<file path="src/rtl/rbp_pkg.sv">
// Package for the relative bearing block: widths, the CORDIC arctangent table
// and the data word that travels down the cell chain. No dependencies.
`default_nettype none

package rbp_pkg;

    localparam int RBP_COORD_W      = 32;
    localparam int RBP_DIFF_W       = RBP_COORD_W + 1;
    localparam int RBP_FRAC_W       = 24;                         // prescale by 2^24
    localparam int RBP_XY_W         = RBP_DIFF_W + RBP_FRAC_W + 3; // headroom for gain
    localparam int RBP_ANGLE_W      = 32;
    localparam int RBP_BAM_W        = 16;
    localparam int RBP_TABLE_LEN    = 24;
    localparam int RBP_IDX_W        = 5;
    localparam int RBP_CORDIC_STEPS = 16;

    localparam logic [RBP_ANGLE_W-1:0] RBP_ANG_PLUS_90  = 32'h4000_0000;
    localparam logic [RBP_ANGLE_W-1:0] RBP_ANG_MINUS_90 = 32'hC000_0000;

    typedef struct packed {
        logic signed [RBP_XY_W-1:0]  x;
        logic signed [RBP_XY_W-1:0]  y;
        logic [RBP_ANGLE_W-1:0]      z;
        logic                        zero;
        logic [RBP_BAM_W-1:0]        heading;
    } t_cordic_data;

    // atan(2^-i) scaled so that 2^32 is one full turn
    function automatic logic [RBP_ANGLE_W-1:0] atan_entry(input logic [RBP_IDX_W-1:0] idx);
        logic [RBP_ANGLE_W-1:0] v;
        case (idx)
            5'd0:    v = 32'h2000_0000;
            5'd1:    v = 32'h12E4_051E;
            5'd2:    v = 32'h09FB_385B;
            5'd3:    v = 32'h0511_11D4;
            5'd4:    v = 32'h028B_0D43;
            5'd5:    v = 32'h0145_D7E1;
            5'd6:    v = 32'h00A2_F61E;
            5'd7:    v = 32'h0051_7C55;
            5'd8:    v = 32'h0028_BE53;
            5'd9:    v = 32'h0014_5F2F;
            5'd10:   v = 32'h000A_2F98;
            5'd11:   v = 32'h0005_17CC;
            5'd12:   v = 32'h0002_8BE6;
            5'd13:   v = 32'h0001_45F3;
            5'd14:   v = 32'h0000_A2FA;
            5'd15:   v = 32'h0000_517D;
            5'd16:   v = 32'h0000_28BE;
            5'd17:   v = 32'h0000_145F;
            5'd18:   v = 32'h0000_0A30;
            5'd19:   v = 32'h0000_0518;
            5'd20:   v = 32'h0000_028C;
            5'd21:   v = 32'h0000_0146;
            5'd22:   v = 32'h0000_00A3;
            5'd23:   v = 32'h0000_0051;
            default: v = '0;
        endcase
        return v;
    endfunction

endpackage

`default_nettype wire

</file>
<file path="src/rtl/rbp_front.sv">
// Front end of the bearing pipeline: forms dx/dy, then prescales and folds the
// left half-plane into the right one. Depends on rbp_pkg.
`default_nettype none

module rbp_front
    import rbp_pkg::*;
(
    input  wire logic                          i_clk,
    input  wire logic                          i_rst_n,
    input  wire logic                          i_valid,
    input  wire logic signed [RBP_COORD_W-1:0] i_target_x,
    input  wire logic signed [RBP_COORD_W-1:0] i_target_y,
    input  wire logic signed [RBP_COORD_W-1:0] i_robot_x,
    input  wire logic signed [RBP_COORD_W-1:0] i_robot_y,
    input  wire logic        [RBP_BAM_W-1:0]   i_robot_heading,
    output logic                               o_valid,
    output t_cordic_data                       o_data
);

    logic                         r_valid_a;
    logic signed [RBP_DIFF_W-1:0] r_dx;
    logic signed [RBP_DIFF_W-1:0] r_dy;
    logic [RBP_BAM_W-1:0]         r_head;
    logic                         r_valid_b;
    t_cordic_data                 r_data;
    t_cordic_data                 n_data;
    logic signed [RBP_XY_W-1:0]   sx;
    logic signed [RBP_XY_W-1:0]   sy;

    always_ff @(posedge i_clk) begin
        if (!i_rst_n) begin
            r_valid_a <= 1'b0;
            r_valid_b <= 1'b0;
        end else begin
            r_valid_a <= i_valid;
            r_valid_b <= r_valid_a;
        end
    end

    always_ff @(posedge i_clk) begin
        r_dx   <= RBP_DIFF_W'(i_target_x) - RBP_DIFF_W'(i_robot_x);
        r_dy   <= RBP_DIFF_W'(i_target_y) - RBP_DIFF_W'(i_robot_y);
        r_head <= i_robot_heading;
        r_data <= n_data;
    end

    always_comb begin
        sx = RBP_XY_W'({r_dx, {RBP_FRAC_W{1'b0}}});
        sy = RBP_XY_W'({r_dy, {RBP_FRAC_W{1'b0}}});
        // sign-extend: the sized cast zero-fills the top three bits
        sx[RBP_XY_W-1 -: 3] = {3{r_dx[RBP_DIFF_W-1]}};
        sy[RBP_XY_W-1 -: 3] = {3{r_dy[RBP_DIFF_W-1]}};
        n_data.zero    = (r_dx == '0) && (r_dy == '0);
        n_data.heading = r_head;
        n_data.x       = sx;
        n_data.y       = sy;
        n_data.z       = '0;
        if (sx < 0) begin
            if (sy >= 0) begin
                n_data.x = sy;
                n_data.y = -sx;
                n_data.z = RBP_ANG_PLUS_90;
            end else begin
                n_data.x = -sy;
                n_data.y = sx;
                n_data.z = RBP_ANG_MINUS_90;
            end
        end
    end

    assign o_valid = r_valid_b;
    assign o_data  = r_data;

endmodule

`default_nettype wire

</file>
<file path="config.mk">
export PLATFORM = sky130hd
export DESIGN_NAME = rbp_front
export DESIGN_NICKNAME = d
export VERILOG_FILES = /design/src/rtl/rbp_pkg.sv /design/src/rtl/rbp_front.sv
export SDC_FILE = /design/constraint.sdc
export NUM_CORES = 1
export LEC_CHECK = 0
export ABC_CLOCK_PERIOD_IN_PS = 6900
export BUFFER_PORTS_ARGS = -buffer_cell sky130_fd_sc_hd__buf_2
export CAP_MARGIN = 10
export CORE_MARGIN = 10
export CORE_UTILIZATION = 40
export CTS_CLUSTER_DIAMETER = 80
export DETAILED_ROUTE_END_ITERATION = 6
export PLACE_DENSITY_LB_ADDON = 0.1
export REMOVE_ABC_BUFFERS = 1
export SKIP_LAST_GASP = 1
export SYNTH_ARGS = -nofsm -noshare
export SYNTH_HDL_FRONTEND = slang
export SYNTH_SLANG_ARGS = --single-unit
</file>
<file path="constraint.sdc">
create_clock -name i_clk -period 6.9 [get_ports i_clk]
set_clock_uncertainty 0.05 [all_clocks]
set_input_delay 1.035 -clock i_clk [delete_from_list [all_inputs] [get_ports i_clk]]
set_output_delay 1.035 -clock i_clk [all_outputs]
set_load 0.05 [all_outputs]
</file>
==> flow_metrics.py <==
metrics = {
    "detailed_routing": {
        "route.detailed.drc": 0,
        "drt_pass1_iterations": 6,
        "drtIter0Drc": 366,
        "vias": 7886,
        "wl_per_cell_um": 15.2,
        "vias_per_cell": 4.65,
        "finalWirelength_mm": 25.8,
        "antenna_left": 0,
    },
    "logic_synthesis": {
        "synth_cell_types": 58,
        "async_reset_ff_share_pct": 0,
        "synth_top_area_share_pct": 36.8,
        "synth-simple-area-share_pct": 14.5,
        "synth_area_um2": 9520,
        "ys_ff_latch": 175,
        "synth-edff-count": 0,
        "synthCells": 1126,
        "yosysSeqAreaShare_pct": 36.8,
        "synth_top_family_by_area": "compound AO/OA/AOI/OAI gates",
        "synth_compound_area_share_pct": 17.4,
        "synth_area_leaders": "dfxtp_1 (37%), ha_1 (8.8%), a21oi_1 (7.1%)",
        "yosys_warnings": 0,
        "synth_ff_type": "dfxtp_1",
        "synth.avg_cell_area_um2": 8.46,
        "synth_xor_area_share_pct": 10.4,
        "synth_mux_area_share_pct": 0.657,
        "synth-adder-area-share_pct": 9.22,
        "yosys.area.top_type": "dfxtp_1",
    },
    "worst_setup_path": {
        "crit_type": "in2reg",
        "end_kind": "flip-flop",
        "worstPathCellList": "buf_2 > inv_1 > ha_1 > fa_1 > nand2b_1 > a21oi_1 > o21ai_0 > a31oi_1 > a21oi_1 > o211ai_1 > a21oi_1 > a31o_2",
        "cpLargestDelayFamily": "compound AO/OA/AOI/OAI gates",
        "crit_fanout": 4,
        "crit_slowest_cell": "fa_1",
        "path_buf_inv": 2,
        "slowest_delay_ps": 420,
        "cp_data_required_time_ps": 7170,
        "worst_ep_arrival_time_ps": 3510,
        "crit_top_cell": "a21oi_1",
        "start_kind": "input port",
    },
    "clocking": {
        "clk_root_buffer_cell": "clkbuf_16",
        "holdBufCountCts": 0,
        "clk_latency_ps": 430,
        "clk_path_buf_depth": 2,
        "cts.sinks": 175,
        "cts_resized": 0,
        "tritoncts": "yes",
        "cts-htree-levels": 4,
        "cts_buffers": 17,
        "clk_pin_slew_ps": 70,
        "cts_setup_buffers": 0,
    },
    "place": {
        "pre_cts_ws_ps": 3200,
        "hpwl_mm": 21.3,
        "gp_congestion": 0.858,
        "port_buffers": 238,
    },
    "global_routing": {
        "grt_usage_pct": 16.5,
        "grt_pass1_vias": 7949,
        "antenna_found_initial": 6,
        "grt_max_degree": 111,
        "grt-ovfl-total": 0,
        "grt_pass1_wl_mm": 40.9,
    },
    "final_layout": {
        "drive_above_1_share_pct": 21.3,
        "area_growth_pct": 19.0,
        "fillers": 2332,
        "fin_nets": 1577,
    },
    "timing": {
        "setup_viol": 0,
        "fmax_ghz": 0.308,
        "relSlewSlack_pct": 33.2,
        "hold_viol_final": 0,
        "whs_ps": 277,
        "tns_ps": 0,
        "min_period_over_period_pct": 47.0,
        "worst_slack_ps": 3660,
        "grt_setup_unrepaired": "false",
        "worstMarginPinSlew_ps": 1000,
        "min_period_ps": 3240,
        "slew_viol_final": 0,
    },
    "floorplanning": {
        "die_y_um": 174,
        "core-area_um2": 23500,
        "start_util_pct": 40.6,
        "placement_rows": 56,
        "die_area_um2": 30400,
        "die_w_um": 174,
        "top_level_ports": 317,
    },
    "job": {
        "cap_viol_max_count": 0,
    },
    "power": {
        "p_clk_share_pct": 24.0,
        "switching_power_mw": 1.65,
        "finalPower_mw": 3.80,
        "pwr_density_cell_nw_per_um2": 335,
        "pwr-share-comb_pct": 38.6,
        "switching_share_pct": 43.6,
        "ir_drop_uv": 188,
        "p_leak_nw": 5.48,
        "power.internal_mw": 2.14,
        "sequentialPowerShare_pct": 37.4,
    },
    "hold_path": {
        "hp-class": "reg2reg",
    },
    "outcome": {
        "status": "finished, final reports clean",
    },
}
final timing paths:
check / from / end / slack [ps] / depth (start not counted)
max: i_target_y[0] / r_dy[32] / 3660 / 12
min: r_head[9] / o_data[9] / 280 / 0
max reg2reg: r_dx[5] / o_data[100] / 3980 / 8
min reg2reg: r_head[9] / o_data[9] / 280 / 0
worst register-to-register path, stage by stage, from the launching register on:
cell     delay (ps)
dfxtp_1         360
nor4_1          700
and3_1          340
nor2b_1         410
nand2_1         170
nor2_1          330
a31oi_1         160
xnor2_1         160
a21oi_1         160
sequential cells by signal (all words and copies together), names as in the netlist:
signal     count
o_valid        1
r_dx          33
r_head        16
o_data        91
r_valid_a      1
r_dy          33
cells in the final DEF (no fill, tap or decap), types with 4 or more instances in the layout:
cell type   instances
inv_1              96
clkinvlp_4          4
nand2_1            56
or2_2               5
nor2b_1            10
dfxtp_1           173
nor3b_1             4
o211ai_1           11
o21a_1              7
nor3_1             19
inv_8               5
clkbuf_16          17
conb_1             81
or4_1               6
nor4_1             11
o31ai_1             9
xor2_1             47
nand4_1             5
and3_1              6
a31oi_1            13
ha_1               67
o21bai_1            6
mux2i_1             4
buf_2             238
and2_1              4
o21ai_0            38
xnor2_1            66
or3_1               4
a21o_1             23
nand2b_1           14
a211oi_1           11
a21oi_1           136
nor2_1            116
nand3_1            14
synthesized netlist by cell type (2+ instances only):
master      n
a211o_1     2
a211oi_1   11
a21o_1     23
a21oi_1   136
a311oi_1    3
a31o_2      2
a31oi_1    13
and2_1      4
and3_1      6
and4_1      2
and4b_1     2
buf_1       6
buf_4      78
clkbuf_1   21
dfxtp_1   175
fa_1        2
ha_1       67
inv_1      96
mux2_2      2
mux2i_1     4
nand2_1    56
nand2b_1   14
nand3_1    14
nand4_1     5
nor2_1    116
nor2b_1    10
nor3_1     19
nor3b_1     4
nor4_1     11
o211ai_1   11
o21a_1      7
o21ai_0    38
o21bai_1    6
o31ai_1     9
o41ai_1     3
or2_2       5
or3_1       4
or4_1       6
or4_4       3
xnor2_1    66
xor2_1     47
final cells by class:
| cell class | instances | area [um^2] | area share (%) |
|---|---|---|---|
| clock inverters | 15 | 146 | 1.29 |
| multi-input cells | 830 | 5270 | 46.5 |
| clock buffers | 17 | 425 | 3.75 |
| flip-flops and latches | 175 | 3510 | 31.0 |
| repair buffers | 241 | 1210 | 10.7 |
| diodes | 3 | 7.51 | 0.0662 |
| well taps | 319 | 399 | 3.52 |
| inverters | 96 | 360 | 3.18 |
layer usage:
| metal | wire (um) | track usage [%] | share of wire, % | up-vias |
|---|---|---|---|---|
| met3 | 1650 | 4.90 | 6.4 | 22 |
| li1 | - | - | - | 4153 |
| met5 | 45 | 0 | 0.17 | - |
| met1 | 13100 | 22.6 | 51 | 3453 |
| met2 | 10800 | 24.8 | 42 | 250 |
| met4 | 202 | 3.95 | 0.78 | 8 |
stage by stage:
step / cells / instance area [um^2] / utilization [%]
4_1_cts: 1693 / 11300 / 48.3
6_report: 1696 / 11300 / 48.3
3_3_place_gp: 1661 / 10800 / 45.8
2_1_floorplan: 1101 / 9140 / -
3_5_place_dp: 1661 / 10800 / 45.8
5_1_grt: 1693 / 11300 / 48.3
power by group through the flow:
| stage | sequential, mW | combinational [mW] | clock [mW] |
|---|---|---|---|
| after floorplan | 1.92 | 0.607 | 0 |
| after CTS | 1.42 | 1.47 | 0.942 |
| final | 1.42 | 1.46 | 0.912 |
| after global placement | 1.44 | 1.46 | 0 |
| after global routing | 1.45 | 1.58 | 0.988 |
| after detailed placement | 1.44 | 1.47 | 0 |
kinds of logic after synthesis:
kind of cell    count (synthesis)
flops                         175
other cells                     1
compound gates                275
mux                             6
fa+ha+maj                      69
xor+xnor                      113
simple gates                  286
buf+inv                       201
Note: power is estimated with default switching activity, not from simulation.
