File: config.mk
export PLATFORM = sky130hd
export DESIGN_NAME = rbp_cell
export DESIGN_NICKNAME = d
export VERILOG_FILES = /design/src/rtl/rbp_pkg.sv /design/src/rtl/rbp_cell.sv
export SDC_FILE = /design/constraint.sdc
export NUM_CORES = 1
export LEC_CHECK = 0
export BUFFER_PORTS_ARGS = -buffer_cell sky130_fd_sc_hd__buf_4
export CAP_MARGIN = 20
export CORE_ASPECT_RATIO = 2
export CORE_UTILIZATION = 45
export CTS_CLUSTER_DIAMETER = 100
export CTS_CLUSTER_SIZE = 20
export DETAILED_ROUTE_END_ITERATION = 6
export GPL_TIMING_DRIVEN = 0
export PLACE_DENSITY = 0.72
export SLEW_MARGIN = 25
export SYNTH_ARGS = -nofsm -noshare
export SYNTH_HDL_FRONTEND = slang
export SYNTH_SLANG_ARGS = --single-unit
File: constraint.sdc
create_clock -name i_clk -period 6.3 [get_ports i_clk]
set_input_delay 0.945 -clock i_clk [delete_from_list [all_inputs] [get_ports i_clk]]
set_output_delay 0.945 -clock i_clk [all_outputs]
set_load 0.05 [all_outputs]
File: src/rtl/rbp_pkg.sv
// Package for the relative bearing block: widths, the CORDIC arctangent table
// and the data word that travels down the cell chain. No dependencies.
`default_nettype none

package rbp_pkg;

    localparam int RBP_COORD_W      = 32;
    localparam int RBP_DIFF_W       = RBP_COORD_W + 1;
    localparam int RBP_FRAC_W       = 24;                         // prescale by 2^24
    localparam int RBP_XY_W         = RBP_DIFF_W + RBP_FRAC_W + 3; // headroom for gain
    localparam int RBP_ANGLE_W      = 32;
    localparam int RBP_BAM_W        = 16;
    localparam int RBP_TABLE_LEN    = 24;
    localparam int RBP_IDX_W        = 5;
    localparam int RBP_CORDIC_STEPS = 16;

    localparam logic [RBP_ANGLE_W-1:0] RBP_ANG_PLUS_90  = 32'h4000_0000;
    localparam logic [RBP_ANGLE_W-1:0] RBP_ANG_MINUS_90 = 32'hC000_0000;

    typedef struct packed {
        logic signed [RBP_XY_W-1:0]  x;
        logic signed [RBP_XY_W-1:0]  y;
        logic [RBP_ANGLE_W-1:0]      z;
        logic                        zero;
        logic [RBP_BAM_W-1:0]        heading;
    } t_cordic_data;

    // atan(2^-i) scaled so that 2^32 is one full turn
    function automatic logic [RBP_ANGLE_W-1:0] atan_entry(input logic [RBP_IDX_W-1:0] idx);
        logic [RBP_ANGLE_W-1:0] v;
        case (idx)
            5'd0:    v = 32'h2000_0000;
            5'd1:    v = 32'h12E4_051E;
            5'd2:    v = 32'h09FB_385B;
            5'd3:    v = 32'h0511_11D4;
            5'd4:    v = 32'h028B_0D43;
            5'd5:    v = 32'h0145_D7E1;
            5'd6:    v = 32'h00A2_F61E;
            5'd7:    v = 32'h0051_7C55;
            5'd8:    v = 32'h0028_BE53;
            5'd9:    v = 32'h0014_5F2F;
            5'd10:   v = 32'h000A_2F98;
            5'd11:   v = 32'h0005_17CC;
            5'd12:   v = 32'h0002_8BE6;
            5'd13:   v = 32'h0001_45F3;
            5'd14:   v = 32'h0000_A2FA;
            5'd15:   v = 32'h0000_517D;
            5'd16:   v = 32'h0000_28BE;
            5'd17:   v = 32'h0000_145F;
            5'd18:   v = 32'h0000_0A30;
            5'd19:   v = 32'h0000_0518;
            5'd20:   v = 32'h0000_028C;
            5'd21:   v = 32'h0000_0146;
            5'd22:   v = 32'h0000_00A3;
            5'd23:   v = 32'h0000_0051;
            default: v = '0;
        endcase
        return v;
    endfunction

endpackage

`default_nettype wire

File: src/rtl/rbp_cell.sv
// One vectoring CORDIC micro-rotation, registered; STEP fixes shift and angle.
// Depends on rbp_pkg.
`default_nettype none

module rbp_cell
    import rbp_pkg::*;
#(
    parameter int STEP = 0
)(
    input  wire logic         i_clk,
    input  wire logic         i_rst_n,
    input  wire logic         i_valid,
    input  wire t_cordic_data i_data,
    output logic              o_valid,
    output t_cordic_data      o_data
);

    localparam logic [RBP_ANGLE_W-1:0] ANG = atan_entry(RBP_IDX_W'(STEP));

    logic                       r_valid;
    t_cordic_data               r_data;
    t_cordic_data               n_data;
    logic signed [RBP_XY_W-1:0] xs;
    logic signed [RBP_XY_W-1:0] ys;

    always_comb begin
        xs     = i_data.x >>> STEP;
        ys     = i_data.y >>> STEP;
        n_data = i_data;
        if (!i_data.y[RBP_XY_W-1]) begin
            n_data.x = i_data.x + ys;
            n_data.y = i_data.y - xs;
            n_data.z = i_data.z + ANG;
        end else begin
            n_data.x = i_data.x - ys;
            n_data.y = i_data.y + xs;
            n_data.z = i_data.z - ANG;
        end
    end

    always_ff @(posedge i_clk) begin
        if (!i_rst_n) begin
            r_valid <= 1'b0;
        end else begin
            r_valid <= i_valid;
        end
    end

    always_ff @(posedge i_clk) begin
        r_data <= n_data;
    end

    assign o_valid = r_valid;
    assign o_data  = r_data;

endmodule

`default_nettype wire

==> results of run 1 <==
-- logic make-up after synthesis --
family / count (synthesis) / synth area share, %
adder cells (fa/ha/maj): 197 / 16.9
buffers and inverters: 290 / 7.55
AO/OA/AOI/OAI: 693 / 29.3
XOR/XNOR: 119 / 7.06
AND/OR/NAND/NOR: 441 / 14.3
multiplexers: 28 / 1.90
flip-flops: 169 / 22.9
-- per-stage QoR --
stage | util (%) | hold slack [ns] | std cells | cell area, µm² | setup slack, ns
after floorplan | - | 0.973 | 1937 | 14800 | 2.51
after global placement | 55.4 | 1.05 | 2705 | 17800 | 0.918
after detailed placement | 55.5 | 1.05 | 2705 | 17900 | 1.07
after CTS | 57.3 | 0.555 | 2735 | 18500 | 1.52
-- cell usage after synthesis (4+ instances only) --
cell / instances
a2111oi_0: 7
a211o_1: 9
a211oi_1: 14
a21boi_0: 8
a21o_1: 55
a21oi_1: 256
a221o_1: 5
a221oi_1: 8
a31o_2: 6
a31oi_1: 23
and2_1: 8
and3_1: 8
buf_1: 20
buf_2: 16
clkbuf_1: 57
dfxtp_1: 169
fa_1: 4
ha_1: 193
inv_1: 191
mux2i_1: 28
nand2_1: 103
nand2b_1: 17
nand3_1: 26
nand3b_1: 4
nand4_1: 29
nor2_1: 141
nor2b_1: 17
nor3_1: 32
nor4_1: 25
o2111ai_1: 6
o211ai_1: 12
o21a_1: 10
o21ai_0: 145
o21bai_1: 49
o221ai_1: 4
o22ai_1: 7
o31a_1: 7
o31ai_1: 25
o41ai_1: 5
or2_2: 9
or3_1: 7
xnor2_1: 113
xor2_1: 6
-- layer usage --
| layer | overflow | global-route usage, % |
|---|---|---|
| met5 | 0 | 0 |
| met4 | 4 | 57.3 |
| met3 | 0 | 16.3 |
| met2 | 7 | 82.6 |
| met1 | 0 | 40.6 |
==> metrics, run 1 <==
Mapped Nets=2,306; leading area contributor after synthesis=dfxtp_1; Post-synth EDFFs=0; # IOs=342; Synth Flop Type=dfxtp_1; Gates resized, CTS repair=0; register area share after synthesis=between 20 and 25%; #FFs+latches synth=169; Die Y=approximately 260 µm; largest net degree at the start of global routing=17; Initial Utilization=between 40% and 50%; Warnings, synthesis=0; Final GP Congestion=about 1.1; asr flop ratio synth=0%; die width=about 130 µm; Synth cell types=76; status=did not finish; post-CTS setup buffer count=0; root buffer cell=clkbuf_16; Mapped Cells=1,937; CTS H-tree lvls=4; overflow left after global routing=11; All-Layer GR Usage=48.9%; # clock sinks=between 150 and 200; TritonCTS Buffers=17; Exit stage=5_1_grt; IO buf count=about 340; hold_buf cts=0; Avg Cell Area, Syn=around 7.6 µm²; Synth Cell Area=14,800 µm²; Synth area leaders=dfxtp_1 23%, ha_1 16%, a21oi_1 8.7%; first-pass GRT wire length=between 100 and 150 mm; Max Buffers Root-to-Sink=2; # rows=93; vias in the first global route=18,600; top-area cell type share of the netlist area=a little under a quarter; DP Wirelength=between 60 and 70 mm; stop err=[ERROR GRT-0116] Global routing finished with congestion. Check the congestion regions in the DRC Viewer.
==> run 2, diff against run 1 <==
--- a/config.mk
+++ b/config.mk
@@ -7,13 +7,10 @@
 export LEC_CHECK = 0
 export BUFFER_PORTS_ARGS = -buffer_cell sky130_fd_sc_hd__buf_4
 export CAP_MARGIN = 20
-export CORE_ASPECT_RATIO = 2
-export CORE_UTILIZATION = 45
-export CTS_CLUSTER_DIAMETER = 100
-export CTS_CLUSTER_SIZE = 20
+export CORE_UTILIZATION = 30
 export DETAILED_ROUTE_END_ITERATION = 6
 export GPL_TIMING_DRIVEN = 0
-export PLACE_DENSITY = 0.72
+export PLACE_DENSITY_LB_ADDON = 0.15
 export SLEW_MARGIN = 25
 export SYNTH_ARGS = -nofsm -noshare
 export SYNTH_HDL_FRONTEND = slang
==> metrics, run 2 <==
Critical Path Start Type=primary input; worst slew pin tran=roughly 1.2 ns; Final Cell Area=18,800 µm²; IO buf count=341 (unchanged); CTS H-tree lvls=4 (unchanged); first-pass GRT wire length=~100 mm; max_slew headroom=22.2%; max FFs per register=around 170; vias per std cell=roughly 5.4; vias in the first global route=about 16,000; # DRC=0; Warnings, synthesis=0 (unchanged); worst path required time=6.69 ns; via count=between 15,000 and 20,000; Synth area leaders=dfxtp_1 23%, ha_1 16%, a21oi_1 8.7%; fin cells=2,966; RSZ-0062 raised after global routing=no; # placed instances=2,934 (+8.5%); period utilization=between 80 and 90%; root buffer cell=clkbuf_16; most frequent cells after synthesis=256 x a21oi_1, 193 x ha_1, 191 x inv_1; Max Buffers Root-to-Sink=2 (unchanged); overflow left after global routing=0; initial antenna violation count=1; Post-DRT Antenna Nets=0; Static Leak=8.72 nW; Max IR drop VDD=220 µV; First-pass DRT Iterations=5; # IOs=342 (unchanged); Psw=approximately 2.4 mW; layout cells sized above 1=approximately 18%; Synth Cell Area=14,800 µm² (unchanged); leading area contributor after synthesis=dfxtp_1; Die Y=224 µm (-13%); max-slew violations=0; die width=224 µm (+72%); All-Layer GR Usage=roughly 27%; Net Sw Frac=between 40% and 50%; Synth cell types=76 (unchanged); largest net degree at the start of global routing=17; First DRT Iteration DRCs=about 1,400; Setup CP Type=in2reg; final setup fails=0; commonest non-fill, non-tap cell in the layout=buf_4; post-CTS setup buffer count=0 (unchanged); Antenna Cells=0; Nets=2,666; asr flop ratio synth=0% (unchanged); Synth Flop Type=dfxtp_1; Avg Cell Area, Syn=7.62 µm² (unchanged); # rows=80 (-14%); Final GP Congestion=0.968 (-8.6%); crit end category=register; WL/cell=23.2 µm; Combinational Power Share=between 50% and 60%; Final Hold Vio Count=0; Post-DP Area=18,100 µm² (+1.4%); top-area cell type share of the netlist area=22.9% (unchanged); top-count cell post-synth=a21oi_1; Initial Utilization=30.6% (-15 points); Peak Freq=about 190 MHz; Core Util, Final=39.0%; hold_buf cts=0 (unchanged); CTS tree=built; setup tns final=0 ns; Die ar.=50,100 µm²; register area share after synthesis=22.9% (unchanged); minimum clock period=about 5.3 ns; DP Wirelength=56.4 mm (-9.8%); Internal=2.67 mW; crit-path max FO=10; total power=between 5 and 6 mW; post-synthesis to final-layout area growth=27.1%; data arrival time of the worst path=between 5 and 6 ns; Mapped Nets=2,306 (unchanged); Mapped Cells=1,937 (unchanged); Flop pwr share=a little over a quarter; # clock sinks=169 (unchanged); Post-synth EDFFs=0 (unchanged); Gates resized, CTS repair=0 (unchanged); TritonCTS Buffers=17 (unchanged); most frequent cells in the layout=342 x buf_4, 256 x a21oi_1, 193 x ha_1; #FFs+latches synth=169 (unchanged); max-cap violations=0; worst min path class=in2reg; Core ar.=between 40,000 and 50,000 µm²; status=finished, final reports clean; clock power share=a little under a quarter; wirelength, routed=around 70 mm; PwrDens=268 nW/µm²; Worst-path clk slew=around 0.070 ns
-- run 2: kinds of logic (layout without fill, tap and decap cells) --
| group | count (synthesis) | count (layout) | share of synthesized area [%] |
|---|---|---|---|
| muxes | 28 | 28 | 1.90 |
| adders and majority gates | 197 | 197 | 16.9 |
| and+or+nand+nor | 441 | 441 | 14.3 |
| AOI/OAI and AO/OA | 693 | 693 | 29.3 |
| xor gates and xnor gates | 119 | 119 | 7.06 |
| DFF | 169 | 169 | 22.9 |
| buffers and inverters | 290 | 663 | 7.55 |
-- run 2: layout make-up --
cell class	count	area, µm²
sequential	169	3380
buffer	95	388
timing repair buffer	341	2560
clock inverter	14	189
inverter	195	732
clock buffer	18	429
tap	656	821
fill	5107	29400
multi-input combinational	1478	10300
-- run 2: power by group through the flow --
stage	clock network (mW)	logic (mW)	registers (mW)
after floorplan	0	0.889	2.08
after global placement	0	2.51	1.37
after detailed placement	0	2.50	1.37
after CTS	1.19	2.51	1.35
after global routing	1.23	2.66	1.36
final	1.15	2.53	1.35
-- run 2: worst paths after layout --
| path | start | cells past startpoint | endpoint |
|---|---|---|---|
| setup / recovery | i_data[71] | 14 | o_data[166] |
| hold / removal | i_data[31] | 1 | o_data[31] |
-- run 2: per-stage QoR --
stage | hold WS, ns | setup WS [ns]
final | 0.537 | 1.05
after global routing | 0.513 | 1.17
after CTS | 0.512 | 1.46
after detailed placement | 1.05 | 0.913
after global placement | 1.05 | 0.844
after floorplan | 0.973 | 2.51
-- run 2: metal layers --
layer	track usage [%]	vias up	wire length [µm]
met5	0	-	13
met4	11.8	2	2550
met3	5.71	143	5200
met2	42.2	751	30800
met1	35.4	7590	30200
li1	-	7545	-
-- run 2: critical path, stage by stage --
cell	delay, ns
buf_4	0.10
inv_1	0.04
ha_1	0.35
clkbuf_1	0.29
nor4_1	0.85
nand4_1	0.34
a21oi_1	0.61
nor3b_1	0.24
o21a_1	0.32
o41ai_2	0.59
a31o_2	0.35
a41oi_1	0.17
o22ai_1	0.22
xnor2_1	0.21
Power figures use the tool's default switching activity.
==> run 3, diff against run 2 <==
--- a/config.mk
+++ b/config.mk
@@ -5,6 +5,7 @@
 export SDC_FILE = /design/constraint.sdc
 export NUM_CORES = 1
 export LEC_CHECK = 0
+export ABC_AREA = 1
 export BUFFER_PORTS_ARGS = -buffer_cell sky130_fd_sc_hd__buf_4
 export CAP_MARGIN = 20
 export CORE_UTILIZATION = 30
==> constraint.sdc (replaced) <==
create_clock -name i_clk -period 5.2 [get_ports i_clk]
set_input_delay 0.78 -clock i_clk [delete_from_list [all_inputs] [get_ports i_clk]]
set_output_delay 0.78 -clock i_clk [all_outputs]
set_load 0.05 [all_outputs]
==> metrics, run 3 <==
setup tns final=0 ns (unchanged); Post-DRT Antenna Nets=0 (unchanged); vias in the first global route=22,200 (+42%); Warnings, synthesis=0 (unchanged); Synth cell types=41 (-46%); Core Util, Final=36.7% (-2.2 points); First-pass DRT Iterations=6 (+1); crit end category=register; register area share after synthesis=16.5% (-6.4 points); Hold Path Origin=i_data[25]; data arrival time of the worst path=3.55 ns (-2.10 ns); Max Buffers Root-to-Sink=2 (unchanged); Setup CP Type=in2reg; commonest non-fill, non-tap cell in the layout=nand2_1; Initial Utilization=30.4% (-0.21 points); Nets=4,450 (+67%); Crit path largest cell delay=0.60 ns (-0.25 ns); max-cap violations=0 (unchanged); via count=23,900 (+49%); number of fill cells=7,749 (+52%); All-Layer GR Usage=28.3% (+1.4 points); multi-input logic area=13,500 µm² (+32%); Mapped Nets=4,090 (+77%); RSZ-0062 raised after global routing=no; # clock sinks=169 (unchanged); asr flop ratio synth=0% (unchanged); CP dominant cell by count=nand2_1; max_slew headroom=22.7% (+0.51 points); Core ar.=67,400 µm² (+40%); final setup fails=0 (unchanged); WL/cell=20.1 µm (-13%); CP max-delay cell=o21bai_1; Synth area leaders=nand2_1 26%, dfxtp_1 16%, inv_1 14%; top-count cell post-synth=nand2_1; Synth Flop Type=dfxtp_1; most frequent cells after synthesis=1,416 x nand2_1, 789 x inv_1, 277 x nand3_1; minimum clock period=3.13 ns; root buffer cell=clkbuf_16; Die Y=263 µm (+18%); TritonCTS Buffers=17 (unchanged); Peak Freq=roughly 320 MHz; # IOs=342 (unchanged); PwrDens=256 nW/µm² (-4.5%); #FFs+latches synth=169 (unchanged); first-pass GRT wire length=143 mm (+43%); max FFs per register=168 (unchanged); Worst-path clk slew=0.09 ns (+0.02 ns); Antenna Cells=0 (unchanged); # rows=95 (+19%); Mapped Cells=3,721 (+92%); crit-path max FO=5 (-5); Die ar.=69,400 µm² (+39%); Hold EP=o_data[25]; # DRC=0 (unchanged); vias per std cell=4.81 (-11%); post-synthesis to final-layout area growth=20.8%; First DRT Iteration DRCs=2,349 (+67%); overflow left after global routing=0 (unchanged); Critical Path Start Type=primary input; leading area contributor after synthesis=nand2_1; status=finished, final reports clean; Final Hold Vio Count=0 (unchanged); Synth Cell Area=20,500 µm² (+39%); wirelength, routed=100 mm (+46%); layout cells sized above 1=14.0% (-4.2 points); IO buf count=341 (unchanged); die width=263 µm (+18%); most frequent cells in the layout=1,416 x nand2_1, 789 x inv_1, 376 x buf_4; hold_buf cts=0 (unchanged); worst path required time=5.62 ns (-1.07 ns); Avg Cell Area, Syn=5.51 µm² (-28%); DP Wirelength=86.0 mm (+53%); top-area cell type share of the netlist area=25.9% (+3.0 points); Post-synth EDFFs=0 (unchanged); max-slew violations=0 (unchanged); Gates resized, CTS repair=0 (unchanged); worst slew pin tran=1.16 ns (+0.00295 ns); CTS H-tree lvls=4 (unchanged); Static Leak=14.6 nW (+67%); Max IR drop VDD=149 µV (-32%); worst min path class=in2reg; CTS tree=built; period utilization=roughly 60%; largest net degree at the start of global routing=20 (+3); post-CTS setup buffer count=0 (unchanged); critical-path cell list=buf_4, inv_1, ha_1, fa_1, inv_1, nand2_1, nand3_1, inv_1, o21bai_1, nand2_1, nand3_1, nand2_1, nand3_1, nand2_1; initial antenna violation count=2 (+1); Final GP Congestion=1.00 (+3.6%); hold path depth=1 (unchanged); Sequential Area=3380 µm² (unchanged)
==> run 3: cells by family after synthesis <==
| logic type | count (synthesis) | share of synthesized area [%] |
|---|---|---|
| xor+xnor | 43 | 1.84 |
| flops | 169 | 16.5 |
| fa+ha+maj | 197 | 12.2 |
| compound gates | 347 | 9.08 |
| simple gates | 2070 | 42.9 |
| buf+inv | 895 | 17.5 |
==> run 3: critical path, delay by kind of cell <==
family	cells	cell delay, ns
buffers and inverters	4	0.60
adder cells (fa/ha/maj)	2	0.64
AO/OA/AOI/OAI	1	0.60
AND/OR/NAND/NOR	7	0.92
==> run 3: how the worst max path moves through the flow <==
stage               start           to  slack [ns]  depth (start not counted)
5_1_grt        i_data[49]   o_data[89]        1.97                         16
3_5_place_dp   i_data[49]   o_data[89]        1.69                         16
3_3_place_gp   i_data[49]   o_data[89]        1.68                         16
4_1_cts        i_data[49]   o_data[89]        2.23                         16
2_1_floorplan  i_data[81]  o_data[107]        2.81                         15
6_report       i_data[49]   o_data[93]        2.07                         14
==> run 3: metrics by stage <==
stage | cells | hold slack, ns | total power [mW] | setup WS (ns) | area (µm²)
6_report | 4967 | 0.350 | 6.34 | 2.07 | 24800
5_1_grt | 4967 | 0.345 | 6.68 | 1.97 | 24800
4_1_cts | 4967 | 0.333 | 6.35 | 2.23 | 24800
3_5_place_dp | 4935 | 0.886 | 4.90 | 1.69 | 24200
3_3_place_gp | 4935 | 0.884 | 4.91 | 1.68 | 24200
2_1_floorplan | 3721 | 0.808 | 3.67 | 2.81 | 20500
==> run 3: final cells by class <==
type | count | area share, %
Multi-Input combinational cell | 2657 | 54.6
Sequential cell | 169 | 13.7
Tap cell | 873 | 4.41
Timing Repair Buffer | 341 | 10.3
Clock inverter | 15 | 0.692
Inverter | 811 | 12.3
Buffer | 84 | 2.27
Clock buffer | 17 | 1.72
==> run 3: routing by layer <==
metal | up-vias | track usage [%] | part of all wire, % | wire length, µm
li1 | 11900 | - | - | -
met1 | 10900 | 38.8 | 45 | 45400
met2 | 996 | 45.1 | 44 | 44100
met3 | 128 | 4.02 | 7.3 | 7350
met4 | 0 | 9.80 | 3.2 | 3200
met5 | - | 0 | 0 | 0
==> run 3: power breakdown <==
group	switching (mW)	total [mW]	leakage [nW]	internal, mW
Clock	0.753	1.40	0.286	0.652
Combinational	2.46	3.39	12.9	0.931
Sequential	0.0543	1.54	1.43	1.49
Total	3.26	6.34	14.6	3.07
==> run 4, diff against run 3 <==
--- a/config.mk
+++ b/config.mk
@@ -5,7 +5,7 @@
 export SDC_FILE = /design/constraint.sdc
 export NUM_CORES = 1
 export LEC_CHECK = 0
-export ABC_AREA = 1
+export ABC_AREA = 0
 export BUFFER_PORTS_ARGS = -buffer_cell sky130_fd_sc_hd__buf_4
 export CAP_MARGIN = 20
 export CORE_UTILIZATION = 30
==> constraint.sdc (replaced) <==
create_clock -name i_clk -period 3.2 [get_ports i_clk]
set_input_delay 0.48 -clock i_clk [delete_from_list [all_inputs] [get_ports i_clk]]
set_output_delay 0.48 -clock i_clk [all_outputs]
set_load 0.05 [all_outputs]
==> metrics, run 4 (same netlist as run 2, synthesis figures left out) <==
via count=16,600 (-31%); Max Buffers Root-to-Sink=2 (unchanged); worst path required time=3.54 ns (-2.08 ns); Final Cell Area=20,900 µm² (-16%); Post-DP Area=18,200 µm² (-25%); clock power share=21.0% (-1.2 points); largest net degree at the start of global routing=17 (-15%); TritonCTS Buffers=17 (unchanged); Max IR drop VDD=396 µV (+160%); Combinational Power Share=53.4% (about the same); vias per std cell=5.48 (+14%); minimum clock period=roughly 3.4 ns; Core ar.=48,100 µm² (-29%); Die Y=224 µm (-15%); Crit path largest cell delay=0.45 ns (-0.15 ns); vias in the first global route=16,100 (-27%); total power=10.3 mW (+63%); max FFs per register=168 (unchanged); period utilization=106%; Crit. Startpoint=i_data[121]; critical-path cell list=buf_8, ha_4, a211oi_4, nor2_4, o41ai_4, o221ai_4, a311o_1, a221o_1, a21o_1, a21o_1, a31oi_1, o21ba_4, xor2_2; Nets=2,729 (-39%); Die ar.=50,100 µm² (-28%); die width=224 µm (-15%); post-synthesis to final-layout area growth=41.6%; Sequential Area=3380 µm² (unchanged); Psw=4.82 mW (+48%); Initial Utilization=30.6% (+0.21 points); Hold Path Origin=i_data[7]; IO buf count=341 (unchanged); max-cap violations=0 (unchanged); First DRT Iteration DRCs=1,382 (-41%); CP max-delay cell=a311o_1; final setup fails=11 (+11); Internal=5.52 mW (+80%); Net Sw Frac=46.6% (-4.9 points); initial antenna violation count=0 (-2); DP Wirelength=56.5 mm (-34%); max-slew violations=0 (unchanged); Antenna Cells=0 (unchanged); max_slew headroom=20.3% (-2.4 points); # rows=80 (-16%); PwrDens=495 nW/µm² (+94%); CP dominant cell by count=a21o_1; worst path bufs/invs=1 (-3); Peak Freq=296 MHz; Setup CP Type=in2reg; status=complete, but fails checks; Final GP Congestion=0.959 (-4.3%); crit end category=register; overflow left after global routing=0 (unchanged); Critical Path Start Type=primary input; CTS tree=built; # DRC=0 (unchanged); worst slew pin tran=1.20 ns (+0.0365 ns); most frequent cells in the layout=400 x buf_4, 234 x a21oi_1, 175 x inv_1; Top delay family on crit path=compound AO/OA/AOI/OAI gates; Static Leak=9.41 nW (-36%); layout cells sized above 1=29.3% (+15 points); First-pass DRT Iterations=6 (unchanged); number of fill cells=4,940 (-36%); root buffer cell=clkbuf_16; crit-path max FO=5 (unchanged); Post-DRT Antenna Nets=0 (unchanged); RSZ-0062 raised after global routing=yes; All-Layer GR Usage=27.2% (-1.1 points); violated checks=negative setup slack; worst min path class=in2reg; WL/cell=23.3 µm (+16%); multi-input logic area=11,600 µm² (-14%); Flop pwr share=25.5% (+1.2 points); Worst-path clk slew=0.07 ns (-0.02 ns); Final Hold Vio Count=0 (unchanged); CTS H-tree lvls=4 (unchanged); # IOs=342 (unchanged); wirelength, routed=70.6 mm (-29%); commonest non-fill, non-tap cell in the layout=buf_4; # clock sinks=169 (unchanged); worst setup margin=-0.176 ns (-2.24 ns); first-pass GRT wire length=102 mm (-29%); data arrival time of the worst path=3.72 ns (+0.17 ns)
## run 4: changes by cell type in the layout (fill, tap and decap cells not counted), moves of 46 or more
cell	change
inv_1	-614
xnor2_1	+107
a21o_1	+51
a21oi_1	+60
nor2_1	-57
nand2_1	-1321
nand3_1	-252
nor2_2	-46
## run 4: worst paths after layout
check,to,cells past startpoint
worst max-delay path,o_data[106],13
worst min-delay path,o_data[7],1
## run 4: repair_timing
| item | 4_1_cts | 5_1_grt |
|---|---|---|
| pin swaps | 52 | 83 |
| hold buffers | 0 | 0 |
| endpoints found under the hold margin | 0 | 0 |
| setup buffers | 36 | 33 |
| gates cloned | 0 | 1 |
| setup endpoints to repair | 59 | 47 |
| gates resized for setup | 194 | 179 |
## run 4: area by class of cell
class | count | area share, %
Buffer | 88 | 2.44
Clock buffer | 19 | 2.12
Clock inverter | 13 | 0.767
Inverter | 195 | 3.59
Multi-Input combinational cell | 1478 | 55.7
Sequential cell | 169 | 16.2
Tap cell | 656 | 3.93
Timing Repair Buffer | 411 | 15.2
## run 4: stage by stage
step | hold slack [ns] | utilization [%] | TNS [ns] | worst slack [ns] | std cells
after floorplan | 0.508 | - | -0.00316 | -0.00316 | 1937
after global placement | 0.585 | 37.8 | -75.06 | -1.68 | 2934
after detailed placement | 0.586 | 37.8 | -72.50 | -1.68 | 2934
after CTS | 0.0389 | 41.4 | -0.209 | -0.120 | 2997
after global routing | 0.0495 | 43.4 | -0.986 | -0.174 | 3029
final | 0.0900 | 43.4 | -0.812 | -0.176 | 3029
## run 4: per-layer routing
metal | share of wire (%) | vias to the layer above | global-route usage (%)
met5 | 0 | - | 0
met4 | 2.7 | 0 | 9.68
met3 | 7.5 | 116 | 5.67
met2 | 46 | 760 | 43.5
met1 | 44 | 8052 | 35.9
li1 | - | 7683 | -
## run 4: power by group through the flow
stage / registers (mW) / clock network (mW) / logic (mW)
3_5_place_dp: 2.69 / 0 / 4.94
4_1_cts: 2.65 / 2.26 / 5.23
5_1_grt: 2.68 / 2.33 / 5.77
2_1_floorplan: 4.09 / 0 / 1.76
3_3_place_gp: 2.68 / 0 / 4.96
6_report: 2.64 / 2.18 / 5.53
